## src/rtl/lspg_pkg.sv

```systemverilog
// ----------------------------------------------------------------------------
// lspg_pkg
// Shared types, mode codes, colors and the sine table builder for the LED
// status pattern generator.
// ----------------------------------------------------------------------------
package lspg_pkg;

    localparam int DIVISOR_W = 16;
    localparam int LEVEL_W   = 9;

    localparam logic [2:0] MODE_CLEAN       = 3'd0;
    localparam logic [2:0] MODE_UNCOMMITTED = 3'd1;
    localparam logic [2:0] MODE_CONFLICT    = 3'd2;
    localparam logic [2:0] MODE_RUNNING     = 3'd3;
    localparam logic [2:0] MODE_SUCCESS     = 3'd4;
    localparam logic [2:0] MODE_WARNING     = 3'd5;
    localparam logic [2:0] MODE_ERROR       = 3'd6;
    localparam logic [2:0] MODE_OFFLINE     = 3'd7;

    localparam logic [1:0] REG_BREATHING_PERIOD  = 2'd0;
    localparam logic [1:0] REG_PULSE_PERIOD      = 2'd1;
    localparam logic [1:0] REG_FAST_PULSE_PERIOD = 2'd2;

    localparam logic [15:0] BREATHING_PERIOD_RST  = 16'd3000;
    localparam logic [15:0] PULSE_PERIOD_RST      = 16'd1000;
    localparam logic [15:0] FAST_PULSE_PERIOD_RST = 16'd300;

    localparam int BREATH_GAP = 20;
    localparam int FLASH_GAP  = 100;

    localparam logic [LEVEL_W-1:0] LEVEL_FULL = 9'd256;

    typedef struct packed {
        logic [7:0] blue;
        logic [7:0] green;
        logic [7:0] red;
    } rgb_t;

    localparam rgb_t COLOR_BLACK  = '{blue: 8'd0,   green: 8'd0,   red: 8'd0};
    localparam rgb_t COLOR_WHITE  = '{blue: 8'd255, green: 8'd255, red: 8'd255};
    localparam rgb_t COLOR_GREEN  = '{blue: 8'd0,   green: 8'd255, red: 8'd0};
    localparam rgb_t COLOR_ORANGE = '{blue: 8'd0,   green: 8'd165, red: 8'd255};
    localparam rgb_t COLOR_RED    = '{blue: 8'd0,   green: 8'd0,   red: 8'd255};
    localparam rgb_t COLOR_SKY    = '{blue: 8'd255, green: 8'd100, red: 8'd0};
    localparam rgb_t COLOR_GRAY   = '{blue: 8'd100, green: 8'd100, red: 8'd100};
    localparam rgb_t COLOR_AMBER  = '{blue: 8'd0,   green: 8'd200, red: 8'd255};

    localparam logic [63:0] Q30_ONE     = 64'd1073741824;
    localparam logic [63:0] Q30_PI      = 64'd3373259426;
    localparam logic [63:0] Q30_HALF_PI = 64'd1686629713;
    localparam logic [63:0] Q30_TWO_PI  = 64'd6746518852;

    localparam logic [63:0] TAYLOR_DIV [1:7] = '{64'd6, 64'd20, 64'd42, 64'd72,
                                                 64'd110, 64'd156, 64'd210};

    function automatic logic [15:0] eff_period(input logic [15:0] p);
        return (p < 16'd2) ? 16'd2 : p;
    endfunction

    // (1 + sin(2*pi*idx/depth)) / 2 in Q1.8, first-quadrant Taylor series
    function automatic logic [LEVEL_W-1:0] sine_entry(input int unsigned idx,
                                                      input int unsigned depth);
        logic [63:0] a;
        logic [63:0] s;
        logic [63:0] term;
        logic [63:0] v;
        logic        neg;
        int          k;
        a   = (64'(idx) * Q30_TWO_PI) / 64'(depth);
        neg = 1'b0;
        if (a >= Q30_PI) begin
            neg = 1'b1;
            a   = a - Q30_PI;
        end
        if (a > Q30_HALF_PI) begin
            a = Q30_PI - a;
        end
        s    = a;
        term = a;
        for (k = 1; k <= 7; k++) begin
            term = (((term * a) >> 30) * a) >> 30;
            term = term / TAYLOR_DIV[k];
            if ((k % 2) == 1) s = s - term;
            else              s = s + term;
        end
        if (s > Q30_ONE) s = Q30_ONE;
        v = neg ? (Q30_ONE - s) : (Q30_ONE + s);
        return LEVEL_W'((v * 64'd256 + Q30_ONE) >> 31);
    endfunction

endpackage

```

## src/rtl/lspg_serial_div.sv

```systemverilog
// ----------------------------------------------------------------------------
// lspg_serial_div
// Bit-serial restoring divider: one quotient bit per cycle, 16-bit divisor.
// ----------------------------------------------------------------------------
module lspg_serial_div
    import lspg_pkg::*;
#(
    parameter int NUM_W  = 32,
    parameter int QUOT_W = 9,
    parameter int CNT_W  = 6
) (
    input  logic                 aclk,
    input  logic                 aresetn,
    input  logic                 start,
    input  logic [NUM_W-1:0]     num,       // left aligned
    input  logic [CNT_W-1:0]     nbits,
    input  logic [DIVISOR_W-1:0] divisor,
    output logic                 busy,
    output logic                 done,
    output logic [QUOT_W-1:0]    quot,
    output logic [DIVISOR_W-1:0] rem
);

    logic                 busy_reg, busy_next;
    logic                 done_reg, done_next;
    logic [NUM_W-1:0]     num_reg, num_next;
    logic [CNT_W-1:0]     cnt_reg, cnt_next;
    logic [DIVISOR_W-1:0] div_reg, div_next;
    logic [DIVISOR_W-1:0] rem_reg, rem_next;
    logic [QUOT_W-1:0]    quot_reg, quot_next;
    logic [DIVISOR_W:0]   trial;
    logic [DIVISOR_W:0]   diff;
    logic                 ge;

    assign trial = {rem_reg, num_reg[NUM_W-1]};
    assign ge    = trial >= {1'b0, div_reg};
    assign diff  = trial - {1'b0, div_reg};

    always_comb begin
        busy_next = busy_reg;
        done_next = 1'b0;
        num_next  = num_reg;
        cnt_next  = cnt_reg;
        div_next  = div_reg;
        rem_next  = rem_reg;
        quot_next = quot_reg;
        if (start) begin
            busy_next = 1'b1;
            num_next  = num;
            cnt_next  = nbits;
            div_next  = divisor;
            rem_next  = '0;
            quot_next = '0;
        end else if (busy_reg) begin
            rem_next  = ge ? diff[DIVISOR_W-1:0] : trial[DIVISOR_W-1:0];
            quot_next = {quot_reg[QUOT_W-2:0], ge};
            num_next  = {num_reg[NUM_W-2:0], 1'b0};
            cnt_next  = cnt_reg - CNT_W'(1);
            if (cnt_reg == CNT_W'(1)) begin
                busy_next = 1'b0;
                done_next = 1'b1;
            end
        end
    end

    always_ff @(posedge aclk) begin
        if (!aresetn) begin
            busy_reg <= 1'b0;
            done_reg <= 1'b0;
        end else begin
            busy_reg <= busy_next;
            done_reg <= done_next;
        end
        num_reg  <= num_next;
        cnt_reg  <= cnt_next;
        div_reg  <= div_next;
        rem_reg  <= rem_next;
        quot_reg <= quot_next;
    end

    assign busy = busy_reg;
    assign done = done_reg;
    assign quot = quot_reg;
    assign rem  = rem_reg;

`ifndef ASSERT_OFF
    a_rem_below_div: assert property (@(posedge aclk) disable iff (!aresetn)
        busy_reg && !$past(start) |-> rem_reg < div_reg)
        else $error("remainder not below divisor");
    a_cnt_live: assert property (@(posedge aclk) disable iff (!aresetn)
        busy_reg |-> cnt_reg != '0)
        else $error("divider busy with zero count");
    a_done_after_busy: assert property (@(posedge aclk) disable iff (!aresetn)
        $rose(done_reg) |-> $past(busy_reg))
        else $error("done without a running division");
`endif

endmodule

```

## src/rtl/led_status_pattern_generator_unit.sv

```systemverilog
// ----------------------------------------------------------------------------
// led_status_pattern_generator_unit
// LED status pattern generator: solid, flashing, breathing and pulse colors.
// ----------------------------------------------------------------------------
// Input words on s_: tuser[0] = 0 for a time tick, 1 for a mode set; tdata
// carries the mode and the millisecond time. A tick may produce one color
// word on m_; a mode set and a tick that comes too early produce none.
// Period registers are written on the cfg_ channel (always ready); the user
// must write them only while the block is idle, which the block does not enforce.
// A mode set leaves the block idle and takes effect in the cycle after acceptance.
// Solid and running ticks go from idle to the emit state, which loads the output
// register once it is free. Breathing and pulse ticks run the bit-serial
// divider twice, once for time mod period and once for the phase scaling,
// before the emit state. One word is in work at a time; s_tready is high while idle.
// The result sits in an output register, so a new word is taken while it
// waits; a stalled receiver holds the block only once the next result is
// ready. Reset restores the period registers, mode clean, flash off and
// last update time zero; no output word is pending after reset.
// ----------------------------------------------------------------------------
module led_status_pattern_generator_unit
    import lspg_pkg::*;
#(
    parameter int SINE_TABLE_DEPTH = 256,
    parameter int TIME_WIDTH       = 32
) (
    input  logic                              aclk,
    input  logic                              aresetn,
    input  logic                              s_tvalid,
    output logic                              s_tready,
    input  logic [((TIME_WIDTH+3+7)/8)*8-1:0] s_tdata,  // new_mode, now_ms
    input  logic [0:0]                        s_tuser,  // cmd
    output logic                              m_tvalid,
    input  logic                              m_tready,
    output logic [23:0]                       m_tdata,  // red, green, blue
    input  logic                              cfg_valid,
    output logic                              cfg_ready,
    input  logic [1:0]                        cfg_index,
    input  logic [15:0]                       cfg_data
);

    localparam int LOG_D  = $clog2(SINE_TABLE_DEPTH);
    localparam int SCL_W  = (LOG_D > 8) ? LOG_D : 8;
    localparam int NUM_W  = (TIME_WIDTH > DIVISOR_W + SCL_W) ? TIME_WIDTH
                                                             : DIVISOR_W + SCL_W;
    localparam int QUOT_W = (LOG_D > LEVEL_W) ? LOG_D : LEVEL_W;
    localparam int CNT_W  = $clog2(NUM_W + 1);
    localparam int PHS_W  = DIVISOR_W + LOG_D;

    localparam logic [1:0] ST_IDLE  = 2'd0;
    localparam logic [1:0] ST_MOD   = 2'd1;
    localparam logic [1:0] ST_SCALE = 2'd2;
    localparam logic [1:0] ST_EMIT  = 2'd3;

    logic                  cmd;
    logic [2:0]            new_mode;
    logic [TIME_WIDTH-1:0] now_ms;
    logic                  accept;
    logic [TIME_WIDTH-1:0] diff;

    logic [15:0]           breath_period_reg, pulse_period_reg, fast_period_reg;
    logic [1:0]            state_reg, state_next;
    logic [2:0]            mode_reg, mode_next;
    logic [TIME_WIDTH-1:0] last_reg, last_next;
    logic                  flash_reg, flash_next;
    logic [15:0]           period_reg, period_next;
    logic                  breathe_reg, breathe_next;
    rgb_t                  color_reg, color_next;
    logic [LEVEL_W-1:0]    level_reg, level_next;
    logic                  m_tvalid_reg, m_tvalid_next;
    rgb_t                  out_reg, out_next;

    logic                  div_start;
    logic [NUM_W-1:0]      div_num;
    logic [CNT_W-1:0]      div_nbits;
    logic [DIVISOR_W-1:0]  div_divisor;
    logic                  div_busy;
    logic                  div_done;
    logic [QUOT_W-1:0]     div_quot;
    logic [DIVISOR_W-1:0]  div_rem;

    logic [15:0]           half;
    logic [15:0]           fold;
    logic [16:0]           prod_r, prod_g, prod_b;
    logic [LEVEL_W-1:0]    sine_rom [SINE_TABLE_DEPTH];

    for (genvar g = 0; g < SINE_TABLE_DEPTH; g++) begin : g_rom
        assign sine_rom[g] = sine_entry(g, SINE_TABLE_DEPTH);
    end

    assign cmd      = s_tuser[0];
    assign new_mode = s_tdata[2:0];
    assign now_ms   = s_tdata[3 +: TIME_WIDTH];
    assign accept   = s_tvalid && s_tready;
    assign diff     = now_ms - last_reg;
    assign half     = period_reg >> 1;
    assign fold     = (div_rem < half) ? div_rem : ((half << 1) - div_rem);

    assign prod_r = 17'(color_reg.red)   * 17'(level_reg);
    assign prod_g = 17'(color_reg.green) * 17'(level_reg);
    assign prod_b = 17'(color_reg.blue)  * 17'(level_reg);

    always_comb begin
        state_next    = state_reg;
        mode_next     = mode_reg;
        last_next     = last_reg;
        flash_next    = flash_reg;
        period_next   = period_reg;
        breathe_next  = breathe_reg;
        color_next    = color_reg;
        level_next    = level_reg;
        m_tvalid_next = m_tvalid_reg && !m_tready;
        out_next      = out_reg;
        div_start     = 1'b0;
        div_num       = NUM_W'(now_ms) << (NUM_W - TIME_WIDTH);
        div_nbits     = CNT_W'(TIME_WIDTH);
        div_divisor   = period_next;

        unique case (state_reg)
            ST_IDLE: begin
                if (accept && cmd) begin
                    if (new_mode != mode_reg) begin
                        mode_next  = new_mode;
                        flash_next = 1'b0;
                        last_next  = now_ms;
                    end
                end else if (accept) begin
                    level_next = LEVEL_FULL;
                    unique case (mode_reg)
                        MODE_SUCCESS: begin
                            color_next = COLOR_GREEN;
                            state_next = ST_EMIT;
                        end
                        MODE_WARNING: begin
                            color_next = COLOR_ORANGE;
                            state_next = ST_EMIT;
                        end
                        MODE_ERROR: begin
                            color_next = COLOR_RED;
                            state_next = ST_EMIT;
                        end
                        MODE_RUNNING: begin
                            if (diff > TIME_WIDTH'(FLASH_GAP)) begin
                                last_next  = now_ms;
                                flash_next = !flash_reg;
                                color_next = flash_reg ? COLOR_BLACK : COLOR_WHITE;
                                state_next = ST_EMIT;
                            end
                        end
                        default: begin
                            if (diff > TIME_WIDTH'(BREATH_GAP)) begin
                                last_next  = now_ms;
                                state_next = ST_MOD;
                                div_start  = 1'b1;
                                unique case (mode_reg)
                                    MODE_CLEAN: begin
                                        color_next   = COLOR_SKY;
                                        breathe_next = 1'b1;
                                        period_next  = eff_period(breath_period_reg);
                                    end
                                    MODE_OFFLINE: begin
                                        color_next   = COLOR_GRAY;
                                        breathe_next = 1'b1;
                                        period_next  = eff_period(breath_period_reg);
                                    end
                                    MODE_UNCOMMITTED: begin
                                        color_next   = COLOR_AMBER;
                                        breathe_next = 1'b0;
                                        period_next  = eff_period(pulse_period_reg);
                                    end
                                    default: begin
                                        color_next   = COLOR_RED;
                                        breathe_next = 1'b0;
                                        period_next  = eff_period(fast_period_reg);
                                    end
                                endcase
                                div_divisor = period_next;
                            end
                        end
                    endcase
                end
            end
            ST_MOD: begin
                if (div_done) begin
                    div_start  = 1'b1;
                    state_next = ST_SCALE;
                    if (breathe_reg) begin
                        div_num     = NUM_W'(PHS_W'(div_rem) * PHS_W'(SINE_TABLE_DEPTH))
                                      << (NUM_W - PHS_W);
                        div_nbits   = CNT_W'(PHS_W);
                        div_divisor = period_reg;
                    end else begin
                        div_num     = NUM_W'({fold, 8'd0}) << (NUM_W - DIVISOR_W - 8);
                        div_nbits   = CNT_W'(DIVISOR_W + 8);
                        div_divisor = half;
                    end
                end
            end
            ST_SCALE: begin
                if (div_done) begin
                    state_next = ST_EMIT;
                    level_next = breathe_reg ? sine_rom[div_quot[LOG_D-1:0]]
                                             : div_quot[LEVEL_W-1:0];
                end
            end
            ST_EMIT: begin
                if (!m_tvalid_reg || m_tready) begin
                    m_tvalid_next = 1'b1;
                    out_next.red   = prod_r[15:8];
                    out_next.green = prod_g[15:8];
                    out_next.blue  = prod_b[15:8];
                    state_next     = ST_IDLE;
                end
            end
            default: state_next = ST_IDLE;
        endcase
    end

    always_ff @(posedge aclk) begin
        if (!aresetn) begin
            breath_period_reg <= BREATHING_PERIOD_RST;
            pulse_period_reg  <= PULSE_PERIOD_RST;
            fast_period_reg   <= FAST_PULSE_PERIOD_RST;
            state_reg         <= ST_IDLE;
            mode_reg          <= MODE_CLEAN;
            last_reg          <= '0;
            flash_reg         <= 1'b0;
            m_tvalid_reg      <= 1'b0;
        end else begin
            if (cfg_valid) begin
                unique case (cfg_index)
                    REG_BREATHING_PERIOD:  breath_period_reg <= cfg_data;
                    REG_PULSE_PERIOD:      pulse_period_reg  <= cfg_data;
                    REG_FAST_PULSE_PERIOD: fast_period_reg   <= cfg_data;
                    default: ;
                endcase
            end
            state_reg    <= state_next;
            mode_reg     <= mode_next;
            last_reg     <= last_next;
            flash_reg    <= flash_next;
            m_tvalid_reg <= m_tvalid_next;
        end
        period_reg  <= period_next;
        breathe_reg <= breathe_next;
        color_reg   <= color_next;
        level_reg   <= level_next;
        out_reg     <= out_next;
    end

    lspg_serial_div #(
        .NUM_W  (NUM_W),
        .QUOT_W (QUOT_W),
        .CNT_W  (CNT_W)
    ) u_div (
        .aclk    (aclk),
        .aresetn (aresetn),
        .start   (div_start),
        .num     (div_num),
        .nbits   (div_nbits),
        .divisor (div_divisor),
        .busy    (div_busy),
        .done    (div_done),
        .quot    (div_quot),
        .rem     (div_rem)
    );

    assign s_tready  = (state_reg == ST_IDLE);
    assign cfg_ready = 1'b1;
    assign m_tvalid  = m_tvalid_reg;
    assign m_tdata   = out_reg;

`ifndef ASSERT_OFF
    a_level_range: assert property (@(posedge aclk) disable iff (!aresetn)
        state_reg == ST_EMIT |-> level_reg <= LEVEL_FULL)
        else $error("brightness above full scale");
    a_div_in_calc: assert property (@(posedge aclk) disable iff (!aresetn)
        div_busy |-> (state_reg == ST_MOD || state_reg == ST_SCALE))
        else $error("divider running outside a calculation");
    a_solid_emits: assert property (@(posedge aclk) disable iff (!aresetn)
        accept && !cmd && (mode_reg == MODE_SUCCESS || mode_reg == MODE_WARNING
                           || mode_reg == MODE_ERROR) |=> state_reg == ST_EMIT)
        else $error("solid tick did not produce a word");
    a_set_silent: assert property (@(posedge aclk) disable iff (!aresetn)
        accept && cmd |=> state_reg == ST_IDLE)
        else $error("mode set started a calculation");
`endif

endmodule

```

## config.mk

```make
export PLATFORM = sky130hd
export DESIGN_NAME = led_status_pattern_generator_unit
export DESIGN_NICKNAME = d
export VERILOG_FILES = /design/src/rtl/lspg_pkg.sv /design/src/rtl/lspg_serial_div.sv /design/src/rtl/led_status_pattern_generator_unit.sv
export SDC_FILE = /design/constraint.sdc
export NUM_CORES = 1
export LEC_CHECK = 0
export ABC_CLOCK_PERIOD_IN_PS = 5300
export BUFFER_PORTS_ARGS = -buffer_cell sky130_fd_sc_hd__buf_4
export CAP_MARGIN = 20
export CORE_ASPECT_RATIO = 0.5
export CORE_MARGIN = 2
export CORE_UTILIZATION = 55
export CTS_BUF_LIST = sky130_fd_sc_hd__clkbuf_8
export DETAILED_ROUTE_END_ITERATION = 8
export PLACE_DENSITY_LB_ADDON = 0.08
export SYNTH_ARGS = -nofsm -noshare
export SYNTH_HDL_FRONTEND = slang
export SYNTH_SLANG_ARGS = --single-unit
```

## constraint.sdc

```tcl
create_clock -name aclk -period 5.3 [get_ports aclk]
set_clock_uncertainty 0.15 [all_clocks]
set_input_delay 0.53 -clock aclk [delete_from_list [all_inputs] [get_ports aclk]]
set_output_delay 0.53 -clock aclk [all_outputs]
set_load 0.005 [all_outputs]
```

==> out/summary.txt, run 1 <==
CTS sink cnt: 228
Total chip power: 16.45 mW
Worst path arrival time: 5.20 ns
Largest family of logic cells by synthesized area: adder cells
Area of the mapped netlist: 0.02195 mm2
Vias/cell: 5.908
Detail Placement HPWL: 41700 um
Htree depth: 2
CP endpoint kind: flip-flop
Synthesized area per cell: 8.324 um2
CP required: 5.45 ns
Largest cells by area after synthesis: edfxtp_1, fa_1, ha_1
Most frequent cell after synthesis: nand2_1
Total grt overflow: 0
Vias: 18970
Worst hold path type: in2reg
Asr flop ratio synth: 0
Mux share of post-synthesis cell area: 0.03677
Pleak: 10.30 nW
Synthesis-to-layout area growth: 8.408%
Worst-skew pair later-pin latency: 0.58 ns
Setup repair after global routing missed its margin: no
Vias in the first global route: 18070
Die Footprint: 0.04162 mm2
Fin crit share: 0.9523
Max Fclk: 198.1 MHz
Post-synth cell types: 80
Synth top area share: 0.1560
Die height: 145.3 um
Final Hold Fails: 0
Initial antenna violation count: 1
Synth Area in XOR/XNOR: 0.02514
DR pass1 iterations: 6
Num CTS Buffers: 37
Post-synth EDFFs: 114
Adder-cell share of the synthesized area: 0.2228
I/O Buffers: 84
Hold Slack: 0.05008 ns
Row cnt: 51
Chip width: 286.5 um
Largest net degree at the start of global routing: 123
PostCTS Resize Cnt: 0
YS warnings: 0
CP max FO: 9
Setup bufs post-CTS: 0
Starting density of the core: 0.5611
Yosys reg bits: 228
CTS Root Cell: clkbuf_8
Post-layout minimum cycle time: 5.047 ns
Post-synth top flop: edfxtp_1
Critical Path Start Type: flip-flop
CTS tree: done
Max-slew headroom: 0.3369
Syn Inst Count: 2637
# nets final: 3032
WS Path Type: reg2reg
Top-level port count: 91
CTS Hold Buffers Added: 0
VDD IR max: 0.6711 mV
MaxCap Viol Count: 0
DRT iter0 DRCs: 1612
# setup viols final: 0
First-pass GRT wire length: 92520 um
Yosys top cell by area: edfxtp_1
Clock tree buffer depth: 3
Area fraction in compound gates after synthesis: 0.1965
Tot GR Track Use: 0.2708
RD Place Congestion: 0.9408
Status: finished clean
Clk slew on worst S/H paths: 0.07 ns
Sequential element share of the synthesized area: 0.2599
Most frequent cells after synthesis: nand2_1, inv_1, ha_1
Power per cell area: 691.1 mW/mm2
Post-synth net total: 3018
Simple-gate share of the synthesized area: 0.1852
CORE AREA: 0.03912 mm2
Routed WL per cell: 17.74 um
Layout cells sized above 1: 0.08209
Max Transition Viols Final: 0
Routed wire length: 56970 um
Worst slew pin tran: 0.9910 ns
Post-route DRC: 0
Final ANT Viol Nets: 0
Setup TNS: 0 ns
[through the flow]
stage,cells,utilization,instance area [um2],setup WS (ns)
after detailed placement,3135,0.5879,23000,0.2190
after global routing,3210,0.6083,23790,0.02946
final,3211,0.6083,23800,0.2527
after floorplan,2637,-,21950,0.5326
after CTS,3203,0.6060,23700,0.1917
after global placement,3135,0.5879,23000,0.3238
[cells in the final DEF (no fill, tap or decap), types with 8 or more instances in the layout]
cell	instances
o31a_1	8
a22oi_1	29
and3_1	17
nand2_1	406
a211oi_1	31
inv_1	276
nand4_1	13
clkinv_1	8
or2_2	9
or3_1	15
dfxtp_1	111
a21boi_0	33
o21a_1	49
clkbuf_8	41
xnor2_1	43
nor2b_1	23
a21o_1	25
o31ai_1	9
nor3_1	78
nand2b_1	23
and2_1	47
a21oi_1	119
fa_1	123
a31oi_1	15
mux2i_1	66
o21ai_0	144
buf_4	129
o21ai_1	10
o211ai_1	58
nor4_1	16
ha_1	194
o22ai_1	10
edfxtp_1	114
nor2_1	148
nand3_1	54
o2111ai_1	21
xor2_1	20
[worst paths after layout]
check | start | to | slack [ns] | cells after the start
worst min register to register | last_reg[18] | last_reg[18] | 0.31 | 2
worst max register to register | color_reg[20] | m_tdata[23] | 0.25 | 16
worst min-delay path | cfg_data[2] | fast_period_reg[2] | 0.05 | 3
worst max-delay path | color_reg[20] | m_tdata[23] | 0.25 | 16
[worst max-delay path, cell delays in order, from the launching register on]
cell and delay, ns:
edfxtp_1 0.50, and2_1 0.31, fa_1 0.47, fa_1 0.49, inv_1 0.05, fa_1 0.48
fa_1 0.55, inv_1 0.04, ha_1 0.27, o21a_1 0.10, o21a_1 0.20, o31a_1 0.30
o211a_1 0.27, o21a_1 0.21, o21a_1 0.18, nor2_1 0.11, xnor2_1 0.09
[where the power goes]
group	internal, mW	switching, mW
Clock	0.766	0.783
Combinational	5.11	6.53
Sequential	2.81	0.447
[logic make-up after synthesis]
logic type	count (synthesis)
AOI/OAI and AO/OA	646
DFF	228
other	1
xor gates and xnor gates	63
adders and majority gates	317
and+or+nand+nor	886
buffers and inverters	421
muxes	75
[layout make-up]
type                       instances  area, um2
timing repair buffer             134       1055
fill                            3553      15320
multi-input combinational       1988      14680
clock buffer                      41      564.3
antenna                            1      2.502
inverter                         262      983.4
sequential                       228       5709
clock inverter                    27      142.6
tap                              530      663.1
[per-layer routing]
metal / track usage / share of wire / up-vias
li1: - / - / 9259
met1: 0.3691 / 0.45 / 9115
met2: 0.4510 / 0.47 / 512
met3: 0.04638 / 0.060 / 84
met4: 0.05838 / 0.018 / 0
met5: 0 / 0 / -
(Power assumes the default switching activity.)
==> run 2: changes to the inputs <==
--- a/config.mk
+++ b/config.mk
@@ -5,7 +5,7 @@
 export SDC_FILE = /design/constraint.sdc
 export NUM_CORES = 1
 export LEC_CHECK = 0
-export ABC_CLOCK_PERIOD_IN_PS = 5300
+export ABC_CLOCK_PERIOD_IN_PS = 5950
 export BUFFER_PORTS_ARGS = -buffer_cell sky130_fd_sc_hd__buf_4
 export CAP_MARGIN = 20
 export CORE_ASPECT_RATIO = 0.5
==> constraint.sdc (replaced) <==
create_clock -name aclk -period 5.95 [get_ports aclk]
set_clock_uncertainty 0.15 [all_clocks]
set_input_delay 0.595 -clock aclk [delete_from_list [all_inputs] [get_ports aclk]]
set_output_delay 0.595 -clock aclk [all_outputs]
set_load 0.005 [all_outputs]
==> run 2 against run 1 <==
Die area unchanged. Critical endpoint is now period_reg[15]. Clock power down 12%. Hold slack improved by 0.047 ns. Sequential power down 10%. Largest power group unchanged. Combinational power fell by 12%. Largest cell class unchanged. Sequential cell count unchanged. Highest routed layer unchanged.
==> out/summary.txt, run 2 (synthesis results as in run 1) <==
Synthesis-to-layout area growth: 7.729%
Worst Setup SP: last_reg[2]
Die height: 145.3 um (unchanged)
Reg2Reg Setup Slack: 0.88 ns (+0.63 ns)
Initial antenna violation count: 0 (-1)
Tot GR Track Use: 0.2678 (-0.003018)
Net Sw Frac: 0.4728 (+0.0009217)
Worst path arrival time: 5.24 ns (+0.04 ns)
PostCTS Resize Cnt: 0 (unchanged)
# nets final: 3012 (-0.66%)
Max Transition Viols Final: 0 (unchanged)
Clock tree buffer depth: 3 (unchanged)
Setup bufs post-CTS: 0 (unchanged)
Worst r2r path cells: 13 (-3)
Slowest stage delay, CP: 0.82 ns (+0.27 ns)
CTS sink cnt: 228 (unchanged)
Vias in the first global route: 18040 (-0.13%)
Htree depth: 2 (unchanged)
Setup TNS: 0 ns (unchanged)
Total grt overflow: 0 (unchanged)
Reg power frac: 0.201 (+0.003)
Layout cells sized above 1: 0.07594 (-0.006150)
Finished Layout Cells: 3190 (-0.65%)
Largest net degree at the start of global routing: 123 (unchanged)
Routed wire length: 56130 um (-1.5%)
Pleak: 10.21 nW (-0.95%)
CP required: 6.12 ns (+0.67 ns)
Power per cell area: 614.3 mW/mm2 (-11%)
CTS Root Cell: clkbuf_8
Clk slew on worst S/H paths: 0.07 ns (about the same)
Power share of the clock group: 0.095 (about the same)
# setup viols final: 0 (unchanged)
Internal cell power: 7.658 mW (-12%)
Routed WL per cell: 17.60 um (-0.82%)
Final ANT Viol Nets: 0 (unchanged)
Crit Reg-Reg Endpoint: period_reg[15]
CP max FO: 44 (+35)
Row cnt: 51 (unchanged)
Vias: 18910 (-0.33%)
RD Place Congestion: 0.9362 (-0.49%)
Chip width: 286.5 um (unchanged)
CTS tree: done
Starting density of the core: 0.5611 (unchanged)
Max Fclk: 197.2 MHz (-0.45%)
Comb pwr share: 0.704 (-0.004)
MaxCap Viol Count: 0 (unchanged)
WS Path Type: reg2reg
Post-Place Cells: 3119 (-0.51%)
CP Capture Point: period_reg[15]
Setup repair after global routing missed its margin: no
DRT iter0 DRCs: 1601 (-0.68%)
Vias/cell: 5.927 (+0.32%)
CORE AREA: 0.03912 mm2 (unchanged)
Reg2reg start: last_reg[2]
Detail Placement HPWL: 41060 um (-1.5%)
VDD IR max: 0.5901 mV (-12%)
Num CTS Buffers: 37 (unchanged)
Final Hold Fails: 0 (unchanged)
Worst-skew pair later-pin latency: 0.59 ns (about the same)
Post-route DRC: 0 (unchanged)
Worst slew pin tran: 1.013 ns (+0.02184 ns)
Slowest cell on the critical path: a21oi_4
Die Footprint: 0.04162 mm2 (unchanged)
Crit path cell chain: inv_1 -> ha_1 -> nor2b_1 -> o31a_1 -> o311ai_0 -> nand2_1 -> o21a_1 -> mux2i_1 -> o2111ai_1 -> nor3_4 -> a21oi_4 -> buf_12 -> mux2_2
First-pass GRT wire length: 91820 um (-0.75%)
CP endpoint kind: flip-flop
NetSw: 6.867 mW (-12%)
Most common cell after layout, fill and taps aside: nand2_1
Most frequent cells in the layout: nand2_1, inv_1, ha_1
Worst hold path type: in2reg
DR pass1 iterations: 6 (unchanged)
CTS Hold Buffers Added: 0 (unchanged)
Top-level port count: 91 (unchanged)
I/O Buffers: 84 (unchanged)
Max-slew headroom: 0.3223 (-0.01461)
Post-layout minimum cycle time: 5.070 ns (+0.02269 ns)
Critical Path Start Type: flip-flop
Antenna cell count: 0 (-1)
Fin crit share: 0.8521 (-0.1002)
Status: finished clean
-- run 2: final cells by class --
class / count / area (um2)
Clock buffer: 42 / 578.1
Clock inverter: 26 / 125.1
Fill cell: 3572 / 15470
Inverter: 262 / 983.4
Multi-Input combinational cell: 1988 / 14680
Sequential cell: 228 / 5709
Tap cell: 530 / 663.1
Timing Repair Buffer: 114 / 912.1
-- run 2: metrics by stage --
step / utilization / total power [mW] / setup WS, ns / hold WS (ns) / area [um2]
floorplan: - / 10.90 / 1.118 / 0.2847 / 21950
global placement: 0.5848 / 12.88 / 0.6450 / 0.2930 / 22880
detailed placement: 0.5848 / 13.14 / 0.5841 / 0.2987 / 22880
CTS: 0.6028 / 14.62 / 0.9007 / 0.06558 / 23580
global route: 0.6045 / 16.29 / 0.6985 / 0.08309 / 23650
finish: 0.6045 / 14.53 / 0.8800 / 0.09737 / 23650
-- run 2: critical path, delay by kind of cell (launching register included) --
family / cells / cell delay (ns)
buffers and inverters: 2 / 0.37
multiplexers: 2 / 0.49
flip-flops: 1 / 0.32
adder cells (fa/ha/maj): 1 / 0.32
AND/OR/NAND/NOR: 3 / 0.56
AO/OA/AOI/OAI: 5 / 2.54
-- run 2: metal layers --
layer  up-vias  wire [um]  track usage
met4         0       1476      0.07801
met5         -          0            0
met3       103       3774      0.04292
met1      8974      25140       0.3684
li1       9230          -            -
met2       600      25740       0.4347
-- run 2: worst min-delay path by stage --
stage	from	to	slack (ns)	cells after the start
floorplan	last_reg[10]	last_reg[10]	0.28	2
global placement	last_reg[16]	last_reg[16]	0.29	2
detailed placement	last_reg[16]	last_reg[16]	0.30	2
CTS	cfg_data[2]	fast_period_reg[2]	0.07	3
global route	cfg_data[8]	fast_period_reg[8]	0.08	3
finish	cfg_data[2]	fast_period_reg[2]	0.1	3
-- run 2: power by group through the flow --
stage	Clock, mW	Combinational (mW)	Sequential, mW
floorplan	0	8.16	2.74
CTS	1.41	10.3	2.92
detailed placement	0	10.2	2.95
global route	1.48	11.8	2.97
finish	1.37	10.2	2.92
global placement	0	9.94	2.95
==> run 3: changes to the inputs <==
--- a/config.mk
+++ b/config.mk
@@ -14,6 +14,7 @@
 export CTS_BUF_LIST = sky130_fd_sc_hd__clkbuf_8
 export DETAILED_ROUTE_END_ITERATION = 8
 export PLACE_DENSITY_LB_ADDON = 0.08
+export RECOVER_POWER = 100
 export SYNTH_ARGS = -nofsm -noshare
 export SYNTH_HDL_FRONTEND = slang
 export SYNTH_SLANG_ARGS = --single-unit
==> run 3 against run 2 <==
The run now ends with capacitance limit, slew limit left. Power is 0.19% lower. Die area stayed put. Cell area fell by 0.25%. Clock power barely moved. Final cell count is the same. Sequential power about the same. Sequential share of layout area is 0.061 points higher. Worst setup slack got worse by 0.13 ns. Critical endpoint is now u_div.div_reg[14].
==> out/summary.txt, run 3 (synthesis results as in run 1) <==
Status: finished with violations
Failing checks: capacitance limit, slew limit
Die Footprint: 0.04162 mm2 (unchanged)
Crit Reg-Reg Endpoint: u_div.div_reg[14]
CP required: 5.98 ns (-0.14 ns)
Vias: 18890 (-0.074%)
FILL cells: 3588 (+0.45%)
Post-route DRC: 0 (unchanged)
DRT iter0 DRCs: 1604 (+0.19%)
Final ANT Viol Nets: 0 (unchanged)
Layout cells sized above 1: 0.07105 (-0.004887)
Setup bufs post-CTS: 0 (unchanged)
Reg2Reg Setup Slack: 0.75 ns (-0.13 ns)
Die height: 145.3 um (unchanged)
Antenna cell count: 0 (unchanged)
Min-delay src: cfg_data[2]
CP max FO: 18 (-59%)
Crit path cell chain: inv_1 -> ha_1 -> nor2b_1 -> o31a_1 -> o311ai_0 -> nand2_1 -> o21a_1 -> mux2i_1 -> o2111ai_1 -> or2_0 -> nor2_1 -> o21ai_0 -> clkbuf_1
CTS Hold Buffers Added: 0 (unchanged)
CTS Root Cell: clkbuf_8
CP Buf/Inv Count: 2 (unchanged)
Top-level port count: 91 (unchanged)
Synthesis-to-layout area growth: 7.456%
Max Fclk: 192.2 MHz (-2.6%)
VDD IR max: 0.5865 mV (-0.60%)
# nets final: 3012 (unchanged)
Post-layout util: 0.6030 (-0.001536)
Tot GR Track Use: 0.2678 (unchanged)
I/O Buffers: 84 (unchanged)
Worst r2r path cells: 13 (unchanged)
Row cnt: 51 (unchanged)
Max Transition Viols Final: 69 (+69)
Power per cell area: 614.6 mW/mm2 (about the same)
Slowest cell on the critical path: clkbuf_1
Fin crit share: 0.8745 (+0.02239)
Crit. path cell count: 13 (unchanged)
GRT Max-Usage Layer: met2
Setup TNS: 0 ns (unchanged)
CP endpoint kind: flip-flop
CORE AREA: 0.03912 mm2 (unchanged)
Chip width: 286.5 um (unchanged)
Met2 usage: 0.4347 (unchanged)
Vias in the first global route: 18040 (unchanged)
Most frequent cells in the layout: nand2_1, inv_1, ha_1
Starting density of the core: 0.5611 (unchanged)
Worst slew pin tran: 2.139 ns (+1.126 ns)
Initial antenna violation count: 0 (unchanged)
First-pass GRT wire length: 91820 um (unchanged)
MaxCap Viol Count: 2 (+2)
Slowest stage delay, CP: 0.78 ns (-0.04 ns)
WS Path Type: reg2reg
Worst-skew pair later-pin latency: 0.59 ns (about the same)
Met1 usage: 0.3684 (unchanged)
CP top delay family: compound AO/OA/AOI/OAI gates
Worst Setup SP: last_reg[2]
PostCTS Resize Cnt: 0 (unchanged)
# setup viols final: 0 (unchanged)
Vias/cell: 5.923 (about the same)
Routed WL per cell: 17.60 um (unchanged)
Htree depth: 2 (unchanged)
Reg2reg start: last_reg[2]
RD Place Congestion: 0.9362 (unchanged)
Largest net degree at the start of global routing: 123 (unchanged)
Worst path arrival time: 5.23 ns (about the same)
Num CTS Buffers: 37 (unchanged)
Post-layout minimum cycle time: 5.203 ns (+0.1332 ns)
Critical Path Start Type: flip-flop
CTS sink cnt: 228 (unchanged)
Detail Placement HPWL: 41060 um (unchanged)
Clk slew on worst S/H paths: 0.07 ns (about the same)
Worst hold path type: in2reg
Final Hold Fails: 0 (unchanged)
Most common cell after layout, fill and taps aside: nand2_1
Hold Crit Depth: 3 (unchanged)
Hold EP: fast_period_reg[2]
Met3 GRT Util: 0.04292 (unchanged)
Routed wire length: 56130 um (unchanged)
DR pass1 iterations: 6 (unchanged)
Setup repair after global routing missed its margin: no
Max-slew headroom: -0.4258 (-0.7481)
Clock tree buffer depth: 3 (unchanged)
CTS tree: done
Total grt overflow: 0 (unchanged)
Pleak: 10.16 nW (-0.44%)
run 3: changes by cell type in the layout (fill, tap and decap cells not counted), moves of 2 or more:
cell and change:
a2111oi_0 +3, a2111oi_2 -3, and2_0 +3, and2_1 -3, buf_4 -34, clkbuf_1 +7
clkbuf_2 +2, clkbuf_4 +26, o21ai_0 +9, o21ai_1 -9
run 3: worst max path at each step:
| stage | end |
|---|---|
| global placement | period_reg[15] |
| global route | u_div.num_reg[29] |
| floorplan | u_div.cnt_reg[0] |
| finish | u_div.div_reg[14] |
| detailed placement | color_reg[6] |
| CTS | m_tdata[7] |
run 3: layout make-up:
cell class,count,area (um2),area share
Timing Repair Buffer,114,877.1,0.03719
Inverter,262,983.4,0.04170
Tap cell,530,663.1,0.02812
Multi-Input combinational cell,1988,14650,0.6211
Sequential cell,228,5709,0.2421
Clock buffer,42,578.1,0.02451
Clock inverter,26,125.1,0.005305
run 3: tightest hold or removal path, stage by stage:
cell	delay, ns
buf_4	0.10
nand2_1	0.05
nand3_1	0.07
run 3: power breakdown:
part / switching, mW / leakage, nW / total (mW) / internal, mW
registers: 0.417 / 2.01 / 2.93 / 2.51
logic: 5.72 / 7.72 / 10.2 / 4.48
clock network: 0.721 / 0.428 / 1.38 / 0.655
total: 6.85 / 10.2 / 14.5 / 7.64
run 3: per-stage QoR:
stage               std cells  worst slack [ns]  power (mW)  hold WS (ns)  instance area, um2
detailed placement       3119            0.5841       13.14        0.2987               22880
global placement         3119            0.6450       12.88        0.2930               22880
finish                   3190            0.7468       14.50       0.09471               23590
global route             3190            0.3771       16.27       0.08309               23590
CTS                      3187            0.9007       14.62       0.06558               23580
floorplan                2637             1.118       10.90        0.2847               21950
run 3: layer usage:
metal  part of all wire  wire length [um]
met1               0.45             25110
met2               0.46             25900
met3              0.066              3698
met4              0.025              1427
met5                  0                 0
